==> config.mk <==
export PLATFORM = sky130hd
export DESIGN_NAME = decimal_size_suffix_parser
export DESIGN_NICKNAME = d
export VERILOG_FILES = /design/src/dssp_pkg.sv /design/src/decimal_size_suffix_parser.sv
export SDC_FILE = /design/constraint.sdc
export NUM_CORES = 1
export LEC_CHECK = 0
export BUFFER_PORTS_ARGS = -buffer_cell sky130_fd_sc_hd__clkbuf_2
export CAP_MARGIN = 20
export CORE_ASPECT_RATIO = 1.1
export CORE_UTILIZATION = 40
export DETAILED_ROUTE_END_ITERATION = 16
export PLACE_DENSITY = 0.62
export SYNTH_ARGS = -nofsm -noshare
export SYNTH_HDL_FRONTEND = slang
export SYNTH_SLANG_ARGS = --single-unit
==> constraint.sdc <==
create_clock -name clock -period 7.2 [get_ports clock]
set_clock_uncertainty 0.15 [all_clocks]
set_input_delay 0.36 -clock clock [delete_from_list [all_inputs] [get_ports clock]]
set_output_delay 0.36 -clock clock [all_outputs]
set_load 0.005 [all_outputs]
==> src/dssp_pkg.sv <==
// Package for the decimal size suffix parser.
// Holds the parse phase type, status codes, character codes and the suffix decoder.
// Depends on nothing.
`default_nettype none

package dssp_pkg;

   typedef enum logic [6:0] {
      PH_START  = 7'b0000001,
      PH_SPACE  = 7'b0000010,
      PH_SIGNED = 7'b0000100,
      PH_DIGITS = 7'b0001000,
      PH_SUFFIX = 7'b0010000,
      PH_DEAD   = 7'b0100000,
      PH_JUNK   = 7'b1000000
   } phase_type;

   typedef logic [1:0] status_type;

   localparam status_type ST_OK        = 2'd0;
   localparam status_type ST_INVALID   = 2'd1;
   localparam status_type ST_OVERFLOW  = 2'd2;
   localparam status_type ST_SCALE_OVF = 2'd3;

   localparam logic [7:0] CH_NUL   = 8'h00;
   localparam logic [7:0] CH_SPACE = 8'h20;
   localparam logic [7:0] CH_PLUS  = 8'h2B;
   localparam logic [7:0] CH_MINUS = 8'h2D;

   // Largest accumulator value that can still take one more digit.
   localparam logic [63:0] LIMIT_DIV10 = 64'd1844674407370955161;

   typedef struct packed {
      logic       hit;
      logic [5:0] shift;
   } suffix_type;

   // Decode a case-insensitive size letter into its power-of-1024 shift.
   function automatic suffix_type suffix_decode(input logic [7:0] c);
      suffix_type r;
      logic [7:0] lc;
      lc = (c >= 8'h41 && c <= 8'h5A) ? (c + 8'd32) : c;
      r.hit   = 1'b1;
      r.shift = 6'd0;
      case (lc)
         8'h65: r.shift = 6'd60;  // e
         8'h70: r.shift = 6'd50;  // p
         8'h74: r.shift = 6'd40;  // t
         8'h67: r.shift = 6'd30;  // g
         8'h6D: r.shift = 6'd20;  // m
         8'h6B: r.shift = 6'd10;  // k
         8'h62: r.shift = 6'd0;   // b
         default: r.hit = 1'b0;
      endcase
      return r;
   endfunction

endpackage

`default_nettype wire

==> src/decimal_size_suffix_parser.sv <==
// Top level of the decimal size suffix parser: byte stream in, one result per string out.
// Depends on dssp_pkg.
`default_nettype none

// Parses a zero-terminated decimal string, one character per word on the req_ channel,
// following strtoull rules in base 10: leading whitespace is skipped, one optional sign
// is taken (a minus as the very first byte makes the string invalid, a minus after
// whitespace negates modulo 2^64), digits accumulate with overflow detection, and one
// optional case-insensitive suffix K, M, G, T, P, E or B scales by a power of 1024.
// The zero byte closes the string and yields exactly one rsp_ word carrying the scaled
// value and a status: 0 ok, 1 invalid syntax, 2 value overflow, 3 scaled overflow; the
// value reads 0 whenever status is not 0. Rate: one character per clock, sustained unless
// a zero byte waits behind an unaccepted result. Each word passes an input register, then
// a state update (multiply by ten and add, limit compare, or the final negate, range check
// and shift) that writes the parser state or the result register. The input register also
// absorbs a stalled result, so req_tready drops only while a finished result waits and
// another zero byte is queued behind it.
module decimal_size_suffix_parser (
   input  wire logic        clock,
   input  wire logic        reset,
   input  wire logic        req_tvalid,
   output logic             req_tready,
   input  wire logic [7:0]  req_tdata,   // [7:0] char_byte
   output logic             rsp_tvalid,
   input  wire logic        rsp_tready,
   output logic [71:0]      rsp_tdata    // [63:0] parsed_value, [65:64] status, [71:66] zero
);

   // input register
   logic                  in_valid_ff, in_valid_in;
   logic [7:0]            in_byte_ff, in_byte_in;

   // parser state
   dssp_pkg::phase_type   phase_ff, phase_in;
   logic [63:0]           acc_ff, acc_in;
   logic                  ovf_ff, ovf_in;
   logic                  neg_ff, neg_in;
   logic [5:0]            shift_ff, shift_in;
   logic                  bad_ff, bad_in;

   // result register
   logic                  rsp_valid_ff, rsp_valid_in;
   logic [63:0]           rsp_value_ff, rsp_value_in;
   dssp_pkg::status_type  rsp_status_ff, rsp_status_in;

   logic                  is_nul, is_space, is_digit;
   logic                  step;      // the queued word is consumed this cycle
   logic                  finish;    // the queued word is the terminator
   logic [63:0]           digit;
   logic [63:0]           acc_next;
   logic                  acc_ovf;
   dssp_pkg::suffix_type  sfx;
   logic [63:0]           signed_val;
   logic [6:0]            spill_amt;
   logic                  scale_ovf;
   logic                  has_digits;

   // character classes of the queued word
   assign is_nul   = (in_byte_ff == dssp_pkg::CH_NUL);
   assign is_space = (in_byte_ff == dssp_pkg::CH_SPACE) ||
                     (in_byte_ff >= 8'h09 && in_byte_ff <= 8'h0D);
   assign is_digit = (in_byte_ff >= 8'h30 && in_byte_ff <= 8'h39);
   assign sfx      = dssp_pkg::suffix_decode(in_byte_ff);

   // A terminator needs a free result slot; any other byte always advances.
   assign step   = in_valid_ff && (!is_nul || !rsp_valid_ff || rsp_tready);
   assign finish = step && is_nul;

   assign req_tready = !in_valid_ff || step;

   // multiply by ten and add, with the strtoull limit check
   assign digit    = {56'd0, in_byte_ff - 8'h30};
   assign acc_ovf  = (acc_ff > dssp_pkg::LIMIT_DIV10) ||
                     (acc_ff == dssp_pkg::LIMIT_DIV10 && digit > 64'd5);
   assign acc_next = (acc_ff << 3) + (acc_ff << 1) + digit;

   // result path: negate, check bits that would spill past bit 63, scale
   assign has_digits = (phase_ff == dssp_pkg::PH_DIGITS) ||
                       (phase_ff == dssp_pkg::PH_SUFFIX) ||
                       (phase_ff == dssp_pkg::PH_JUNK);
   assign signed_val = neg_ff ? (64'd0 - acc_ff) : acc_ff;
   assign spill_amt  = 7'd64 - {1'b0, shift_ff};
   assign scale_ovf  = (shift_ff != 6'd0) && ((signed_val >> spill_amt) != 64'd0);

   always_comb begin
      in_valid_in = in_valid_ff;
      in_byte_in  = in_byte_ff;
      if (req_tvalid && req_tready) begin
         in_valid_in = 1'b1;
         in_byte_in  = req_tdata;
      end else if (step) begin
         in_valid_in = 1'b0;
      end
   end

   always_comb begin
      phase_in = phase_ff;
      acc_in   = acc_ff;
      ovf_in   = ovf_ff;
      neg_in   = neg_ff;
      shift_in = shift_ff;
      bad_in   = bad_ff;
      if (finish) begin
         // return to the start of a new string
         phase_in = dssp_pkg::PH_START;
         acc_in   = 64'd0;
         ovf_in   = 1'b0;
         neg_in   = 1'b0;
         shift_in = 6'd0;
         bad_in   = 1'b0;
      end else if (step) begin
         case (phase_ff)
            dssp_pkg::PH_START, dssp_pkg::PH_SPACE: begin
               if (is_space) begin
                  phase_in = dssp_pkg::PH_SPACE;
               end else if (in_byte_ff == dssp_pkg::CH_PLUS) begin
                  phase_in = dssp_pkg::PH_SIGNED;
               end else if (in_byte_ff == dssp_pkg::CH_MINUS) begin
                  if (phase_ff == dssp_pkg::PH_START) begin
                     phase_in = dssp_pkg::PH_DEAD;
                  end else begin
                     neg_in   = 1'b1;
                     phase_in = dssp_pkg::PH_SIGNED;
                  end
               end else if (is_digit) begin
                  if (acc_ovf) ovf_in = 1'b1;
                  else         acc_in = acc_next;
                  phase_in = dssp_pkg::PH_DIGITS;
               end else begin
                  phase_in = dssp_pkg::PH_DEAD;
               end
            end
            dssp_pkg::PH_SIGNED: begin
               if (is_digit) begin
                  if (acc_ovf) ovf_in = 1'b1;
                  else         acc_in = acc_next;
                  phase_in = dssp_pkg::PH_DIGITS;
               end else begin
                  phase_in = dssp_pkg::PH_DEAD;
               end
            end
            dssp_pkg::PH_DIGITS: begin
               if (is_digit) begin
                  if (acc_ovf) ovf_in = 1'b1;
                  else         acc_in = acc_next;
               end else if (sfx.hit) begin
                  shift_in = sfx.shift;
                  phase_in = dssp_pkg::PH_SUFFIX;
               end else begin
                  bad_in   = 1'b1;
                  phase_in = dssp_pkg::PH_JUNK;
               end
            end
            dssp_pkg::PH_SUFFIX, dssp_pkg::PH_JUNK: begin
               // anything after the suffix or after junk spoils the string
               bad_in   = 1'b1;
               phase_in = dssp_pkg::PH_JUNK;
            end
            default: begin
               phase_in = dssp_pkg::PH_DEAD;
            end
         endcase
      end
   end

   always_comb begin
      rsp_valid_in  = rsp_valid_ff && !rsp_tready;
      rsp_value_in  = rsp_value_ff;
      rsp_status_in = rsp_status_ff;
      if (finish) begin
         rsp_valid_in = 1'b1;
         rsp_value_in = 64'd0;
         if (!has_digits) begin
            rsp_status_in = dssp_pkg::ST_INVALID;
         end else if (ovf_ff) begin
            rsp_status_in = dssp_pkg::ST_OVERFLOW;
         end else if (bad_ff) begin
            rsp_status_in = dssp_pkg::ST_INVALID;
         end else if (scale_ovf) begin
            rsp_status_in = dssp_pkg::ST_SCALE_OVF;
         end else begin
            rsp_status_in = dssp_pkg::ST_OK;
            rsp_value_in  = signed_val << shift_ff;
         end
      end
   end

   always_ff @(posedge clock) begin
      if (reset) begin
         in_valid_ff  <= 1'b0;
         rsp_valid_ff <= 1'b0;
         phase_ff     <= dssp_pkg::PH_START;
         acc_ff       <= 64'd0;
         ovf_ff       <= 1'b0;
         neg_ff       <= 1'b0;
         shift_ff     <= 6'd0;
         bad_ff       <= 1'b0;
      end else begin
         in_valid_ff  <= in_valid_in;
         rsp_valid_ff <= rsp_valid_in;
         phase_ff     <= phase_in;
         acc_ff       <= acc_in;
         ovf_ff       <= ovf_in;
         neg_ff       <= neg_in;
         shift_ff     <= shift_in;
         bad_ff       <= bad_in;
      end
   end

   always_ff @(posedge clock) begin
      in_byte_ff    <= in_byte_in;
      rsp_value_ff  <= rsp_value_in;
      rsp_status_ff <= rsp_status_in;
   end

   assign rsp_tvalid = rsp_valid_ff;
   assign rsp_tdata  = {6'd0, rsp_status_ff, rsp_value_ff};

   // A consumed terminator always leaves a result behind.
   a_finish_gives_result: assert property (@(posedge clock) disable iff (reset)
      finish |=> rsp_valid_ff)
      else $error("terminator consumed without a result");

   // A failed parse never carries a value.
   a_fail_zero_value: assert property (@(posedge clock) disable iff (reset)
      rsp_valid_ff && (rsp_status_ff != dssp_pkg::ST_OK) |-> (rsp_value_ff == 64'd0))
      else $error("nonzero value with failing status");

   // Overflow can only have been seen once digits were taken.
   a_ovf_needs_digits: assert property (@(posedge clock) disable iff (reset)
      ovf_ff |-> (phase_ff == dssp_pkg::PH_DIGITS || phase_ff == dssp_pkg::PH_SUFFIX ||
                  phase_ff == dssp_pkg::PH_JUNK))
      else $error("overflow flag outside digit phases");

   // Trailing-byte flag and junk phase go together.
   a_bad_is_junk: assert property (@(posedge clock) disable iff (reset)
      bad_ff |-> (phase_ff == dssp_pkg::PH_JUNK))
      else $error("syntax flag set outside junk phase");

endmodule

`default_nettype wire
**Yosys cells after proc, flatten, opt, wreduce, memory -nomap -nowiden**

Cells that the tools add are included.

- $lt $le $gt $ge: 8
- Reductions and logical operators: 37
- Bitwise logic cells: 5
- $add $sub $neg: 6
- Shift-type cells: 2
- Eq/ne operators: 22
- Mux-type cells: 33

Operators by type and width:

| operator | count |
|---|---|
| 64-bit 2-to-1 mux | 6 |
| 64-bit one-hot mux with 2 select lines | 1 |
| 64-bit adder | 1 |
| 64-bit by 8-bit adder with 64-bit output | 1 |
| 64-bit by 61-bit == test with 1-bit output, second input constant | 1 |
| 64-bit by 61-bit greater-than comparator with 1-bit output, second input constant | 1 |
| 64-bit nonzero test | 1 |
| 64-bit by 6-bit << shifter with 64-bit output | 1 |
| 64-bit by 7-bit >> shifter with 64-bit output | 1 |
| 1-bit by 64-bit subtractor with 64-bit output, first input constant | 1 |
| 8-bit by 7-bit == test with 1-bit output, second input constant | 7 |
| 6-bit one-hot mux with 6 select lines | 1 |
| 7-bit 2-to-1 mux | 5 |
| 7-bit one-hot mux with 4 select lines | 1 |
| 8-bit by 6-bit == test with 1-bit output, second input constant | 3 |
| 6-bit 2-to-1 mux | 2 |
| 1-bit 2-to-1 mux | 11 |
| 2-bit != test, second input constant | 5 |
| 1-bit logical AND | 9 |
| 8-bit by 6-bit adder with 8-bit output, second input constant | 1 |
| 8-bit by 4-bit >= comparator with 1-bit output, second input constant | 1 |
| 8-bit by 6-bit >= comparator with 1-bit output, second input constant | 1 |
| 8-bit by 7-bit >= comparator with 1-bit output, second input constant | 1 |
| 8-bit by 3-bit greater-than comparator with 1-bit output, second input constant | 1 |
| other kinds (27) | 49 |

- Bits of input ports: 12
- Bits in registers: 156

**Logic depth before layout (Yosys ltp)**

- Depth in word-level cells: 10
- Depth in mapped cells: 19
- Gate-level depth less buffers: 19

**Least setup slack after synthesis**

No wires, ideal clock.

- Path type: reg2reg
- Start: register in_byte_ff[0]
- End: register acc_ff[51]
- Cell stages (with the launch flop): 10
- Period minus slack after synthesis: 5.685 ns
- Data arrival time: 5.408 ns
- Setup time: 0.128 ns
- Slack: 1.515 ns
- Cell sequence: edfxtp_1 -> clkbuf_1 -> nor4_1 -> nand3_1 -> nor2_1 -> or2_2 -> clkbuf_1 -> clkbuf_1 -> buf_1 -> nor2_1

- Elaborated cells on any way between the ends: 32
- Those cells by class: 2 x add/sub; 5 x order compare; 6 x eq/ne; 6 x mux; 13 x reduce/logical

RTL lines:

| item | RTL line | text |
|---|---|---|
| from (decl) | decimal_size_suffix_parser.sv:31 | `logic [7:0] in_byte_ff, in_byte_in;` |
| from (signal assigned) | decimal_size_suffix_parser.sv:211 | `in_byte_ff <= in_byte_in;` |
| 8-bit zero test * | decimal_size_suffix_parser.sv:59 | `assign is_nul = (in_byte_ff == dssp_pkg::CH_NUL);` |
| 1-bit zero test | decimal_size_suffix_parser.sv:66 | `assign step = in_valid_ff && (!is_nul \|\| !rsp_valid_ff \|\| rsp_tready);` |
| 1-bit logical OR (2 in series) | decimal_size_suffix_parser.sv:66 |  |
| 1-bit logical AND | decimal_size_suffix_parser.sv:66 |  |
| 1-bit logical AND * | decimal_size_suffix_parser.sv:67 | `assign finish = step && is_nul;` |
| via finish | decimal_size_suffix_parser.sv:48 | `logic finish;` |
| 2-bit OR reduction (no line) * | - |  |
| to (signal assigned) | decimal_size_suffix_parser.sv:202 | `acc_ff <= acc_in;` |
| to (decl) | decimal_size_suffix_parser.sv:35 | `logic [63:0] acc_ff, acc_in;` |

The timed path passes the listed nets; every way through them passes the cells marked *. The select of a mux whose other input is x is not followed.
A chain may end at the register's enable or synchronous reset.

**Worst setup path after layout**

- Start: register acc_ff[0]
- End: register rsp_value_ff[35] (data pin)

- Longest elaborated chain between the ends: 6
- Elaborated cells on any way between the ends: 7
- Those cells by class: 1 x add/sub; 2 x shift; 1 x mux; 3 x reduce/logical

RTL lines:

| item | RTL line | text |
|---|---|---|
| 1-bit by 64-bit subtractor with 64-bit output | decimal_size_suffix_parser.sv:81 | `assign signed_val = neg_ff ? (64'd0 - acc_ff) : acc_ff;` |
| 64-bit 2-to-1 mux * | decimal_size_suffix_parser.sv:81 |  |
| 64-bit by 7-bit >> shifter with 64-bit output | decimal_size_suffix_parser.sv:83 | `assign scale_ovf = (shift_ff != 6'd0) && ((signed_val >> spill_amt) != 64'd0);` |
| 64-bit nonzero test | decimal_size_suffix_parser.sv:83 |  |
| 1-bit logical AND | decimal_size_suffix_parser.sv:83 |  |
| 4-bit OR reduction (no line) | - |  |
| to (signal assigned) | decimal_size_suffix_parser.sv:212 | `rsp_value_ff <= rsp_value_in;` |
| to (decl) | decimal_size_suffix_parser.sv:43 | `logic [63:0] rsp_value_ff, rsp_value_in;` |

Mark *: on every way between the ends. The rest lies on a longest branch, timed or not.

==> results <==
- The flow ran to the end, and the final reports show no timing, DRC or antenna violations.
- The nature of the critical path startpoint is a flop.
- Entering global routing, the biggest net connects 82 pins.
- In this design, the stage delay of the slowest critical-path cell is 0.79 ns.
- Setup repair after global routing left no endpoint under its margin.
- The critical path is of the flop to flop type.
- The required time at the endpoint of the critical path is 7.25 ns.
- The number of diodes added for antenna fixing is 0.
- Summing over every cut layer, the via total after detailed routing is around 17000.
- The met1 track demand over resource is about a third.
- The worst path uses between 80 and 90% of the clock period.
- The floorplan step set the die height to 223 um.
- The clock tree from TritonCTS is built.
- The fraction of layout instances using a drive strength above 1 is approximately 11%.
- In this run the power density over the cells is ~100 mW/mm^2.
- The number of setup violations in the final report is 0.
- The deepest level of the CTS H-tree is 4.
- The remaining antenna violation count is 0.
- The post-layout minimum cycle time is 6.09 ns.
- In the layout the commonest cells are 238 x sky130_fd_sc_hd__nor2_1, 191 x sky130_fd_sc_hd__nand2_1, 163 x sky130_fd_sc_hd__a21oi_1.
- The floorplan step defined a core boundary enclosing approximately 0.044 sq mm.
- Adding up every negative setup slack in the final design gives 0 ns.
- The detailed placer's ending HPWL is roughly 45000 um.
- The signed area change from the synthesized netlist to the final layout is 8.27%.
- The number of global-route vias before repair is 16057.
- The final weighted congestion of routability-driven global placement is ~0.95.
- Clock tree synthesis selected as its root buffer the cell sky130_fd_sc_hd__clkbuf_16.
- The setup check on the worst reg-to-reg path leaves a slack of 1.11 ns.
- Together, buffers and inverters on the worst path number 2.
- Leaving out fill and tap cells, the most frequent cell in the layout is sky130_fd_sc_hd__nor2_1.
- The leading area contributor after synthesis is sky130_fd_sc_hd__edfxtp_1.
- Hold timing on the final database bottoms out at a slack of between 0.04 and 0.05 ns.
- The insertion delay to the later sink of the worst-skew pair is between 0.4 and 0.5 ns.
- For this run, the post-layout net count is 2357.
- In this run the tightest slew margin relative to its limit is roughly a quarter.
- The path class of the tightest hold or removal check is input port to flop.
- The horizontal die dimension is 203 um.
- The worst-path cell with the longest stage delay is sky130_fd_sc_hd__a2111oi_0.
- The number of antenna violations at the first check in global routing is 0.
- The final hold violation count is 0.
- The maximum root-to-sink buffer count is 2.
- Global routing consumed, over all layers together, about 26% of the routing resources.
- Input and output buffers added on the ports amount to a little under 80.
- The met3 layer usage reported by global route is about 2.6%.
- The slew at the pin closest to its max-slew limit is around 1.1 ns.
- The first global-routing pass estimated around 92000 um of wire.
- The number of cells upsized or downsized after cts is 0.
- The signal on the critical path passes through inv_1 > ha_1 > or4b_1 > nor4_2 > nand4_1 > or3_1 > and4_1 > a2111oi_0 > mux2_2 > a21oi_1 > a32o_1 > a21oi_4 > buf_12 > nor3_1.
- The effective utilization at floorplan is between 40% and 50%.
- The cell area after synthesis is between 0.015 and 0.02 sq mm.
- After the first detailed-routing iteration, the DRC count stood at around 1700.
- After detailed routing, the number of remaining DRC violations is 0.
- The met2 capacity usage during global routing is roughly 40%.
- The worst setup path is captured at a flop.
- The floorplan row count is 80.
- In the synthesized netlist, the number of instances is between 2000 and 2500.
- Of all nets on the critical path, the largest fanout is 37.
- The most used flip-flop cell after synthesis is sky130_fd_sc_hd__dfxtp_1.
- Counting the buffers created by CTS gives 17.
- Across the VDD grid, the largest voltage drop is 0.125 mV.
- Counting flops with an async set or reset pin after synthesis yields a share of 0%.
- The number of setup buffers added after CTS is 0.
- The clock transition at the register clock pins on the worst setup and hold paths after CTS is around 0.070 ns.
- The static leakage is between 8 and 9 nW.
- The count of filler cells inserted in the layout is between 4000 and 5000.
- Across the run, the number of max-cap violations was 0.
- Of the synthesized area, sequential elements account for ~22%.
- In this run the most used layer during global routing was met2.
- The tree built by TritonCTS fans out to between 150 and 200 sinks.
- The ratio of routed vias to standard cells is between 6 and 7.
- Pin placement for this block handled between 80 and 90 I/O pins.
- The first detailed-routing pass ran for 6 iterations.
- The sum of routed wire length over all layers is about 60000 um.
- The count of warnings emitted by yosys is 0.
- Hold repair after CTS inserted 10 buffers.
- The critical path's top delay family is simple AND/OR/NAND/NOR gates.
- The number of max-slew violations in the final report came to 0.
- The unique cell type count in the Yosys netlist is between 90 and 100.
- The post-synthesis average cell area is between 7 and 8 sq um.
- By area the synthesized netlist is led by sky130_fd_sc_hd__edfxtp_1 13%, sky130_fd_sc_hd__ha_1 9.2%, sky130_fd_sc_hd__dfxtp_1 9.1%.
- The leftover overflow at the end of global routing is 0.
- The number of enable-type register cells in the synthesized netlist is 74.
- The data arrival time of the critical path is roughly 6.1 ns.
- The share of the synthesized area in the top cell type is between 10% and 20%.
- The average wire per standard cell is around 21 um.
- Synthesis inferred between 150 and 200 register bits.
- The floorplan die area is about 0.045 sq mm.
- The top achievable clock speed is between 150 and 200 MHz.
==> state kept, by name (all words and copies together) (netlist names) <==
signal         cells
rsp_value_ff      64
in_byte_ff         8
rsp_status_ff      2
acc_ff            64
bad_ff             1
rsp_tvalid         1
ovf_ff             1
in_valid_ff        1
shift_ff           5
phase_ff           7
neg_ff             1
==> path summary, 6_finish.rpt <==
| path | from | end | cells after the start |
|---|---|---|---|
| worst max register to register | acc_ff[0] | rsp_value_ff[35] | 14 |
| worst max-delay path | acc_ff[0] | rsp_value_ff[35] | 14 |
| worst min register to register | phase_ff[0] | phase_ff[0] | 2 |
| worst min-delay path | rsp_tready | rsp_tvalid | 3 |
==> cell type report <==
type | count | area, sq um | share of cell area [%]
clock buffer | 17 | 425 | 2.22
clock inverter | 15 | 150 | 0.782
inverter | 58 | 218 | 1.13
multi-input combinational | 1852 | 13000 | 67.8
sequential | 155 | 3850 | 20.1
tap | 574 | 718 | 3.74
timing repair buffer | 125 | 811 | 4.23
==> power by group <==
group | switching (mW) | internal [mW] | leakage (nW)
logic | 0.0876 | 0.0499 | 6.57
clock network | 0.455 | 0.459 | 0.282
registers | 0.0144 | 0.921 | 1.26
total | 0.557 | 1.43 | 8.10
==> cells in the mapped netlist, types with 11 or more instances <==
cell type and instances:
sky130_fd_sc_hd__nor2_1 239, sky130_fd_sc_hd__nand2_1 191, sky130_fd_sc_hd__a21oi_1 163, sky130_fd_sc_hd__mux2i_1 136, sky130_fd_sc_hd__ha_1 130, sky130_fd_sc_hd__clkbuf_1 117, sky130_fd_sc_hd__nor3_1 87, sky130_fd_sc_hd__o21ai_0 84
sky130_fd_sc_hd__dfxtp_1 81, sky130_fd_sc_hd__edfxtp_1 74, sky130_fd_sc_hd__xnor2_1 68, sky130_fd_sc_hd__nand3_1 60, sky130_fd_sc_hd__inv_1 55, sky130_fd_sc_hd__xor2_1 54, sky130_fd_sc_hd__a21o_1 50, sky130_fd_sc_hd__a211oi_1 42
sky130_fd_sc_hd__nand4_1 39, sky130_fd_sc_hd__nor4_1 35, sky130_fd_sc_hd__buf_1 31, sky130_fd_sc_hd__a31oi_1 30, sky130_fd_sc_hd__mux2_2 23, sky130_fd_sc_hd__nand2b_1 23, sky130_fd_sc_hd__and3_1 21, sky130_fd_sc_hd__o211ai_1 20
sky130_fd_sc_hd__or3_1 18, sky130_fd_sc_hd__mux4_2 16, sky130_fd_sc_hd__nor2b_1 15, sky130_fd_sc_hd__o21a_1 15, sky130_fd_sc_hd__o31ai_1 15, sky130_fd_sc_hd__or2_2 14, sky130_fd_sc_hd__o21bai_1 12, sky130_fd_sc_hd__a2111oi_2 11
sky130_fd_sc_hd__a221oi_1 11, sky130_fd_sc_hd__and2_1 11, sky130_fd_sc_hd__o22a_1 11, sky130_fd_sc_hd__o31a_1 11
==> metrics by stage <==
stage	std cells	utilization (%)	total power [mW]	setup WS (ns)	area [sq um]
3_3_place_gp	2753	42.5	1.08	1.32	18500
3_5_place_dp	2753	42.5	1.09	1.24	18500
5_1_grt	2796	44.1	2.05	0.822	19200
2_1_floorplan	2233	-	1.05	1.51	17700
4_1_cts	2795	44.0	2.00	1.20	19200
6_report	2796	44.1	1.99	1.11	19200
==> routing by layer <==
metal  vias to the layer above  wire length (um)
li1                       8357                 -
met1                      8300             26500
met2                       642             26600
met3                       131              3030
met4                         0              2740
met5                         -                 0
==> logic make-up after synthesis <==
group | after synthesis | synth area share (%)
AO/OA/AOI/OAI | 602 | 23.6
XOR/XNOR | 122 | 6.03
adder cells (fa/ha/maj) | 136 | 9.86
buffers and inverters | 226 | 5.15
flip-flops | 155 | 21.7
multiplexers | 175 | 11.2
other | 1 | 0.0212
AND/OR/NAND/NOR | 811 | 22.5
==> worst register-to-register path, delay by kind of cell (launching register included) <==
family / cells / cell delay [ns]
AOI/OAI and AO/OA: 4 / 1.87
adders and majority gates: 1 / 0.23
buffers and inverters: 2 / 0.42
DFF: 1 / 0.48
muxes: 1 / 0.30
and+or+nand+nor: 6 / 2.36
Power figures use the tool's default switching activity.
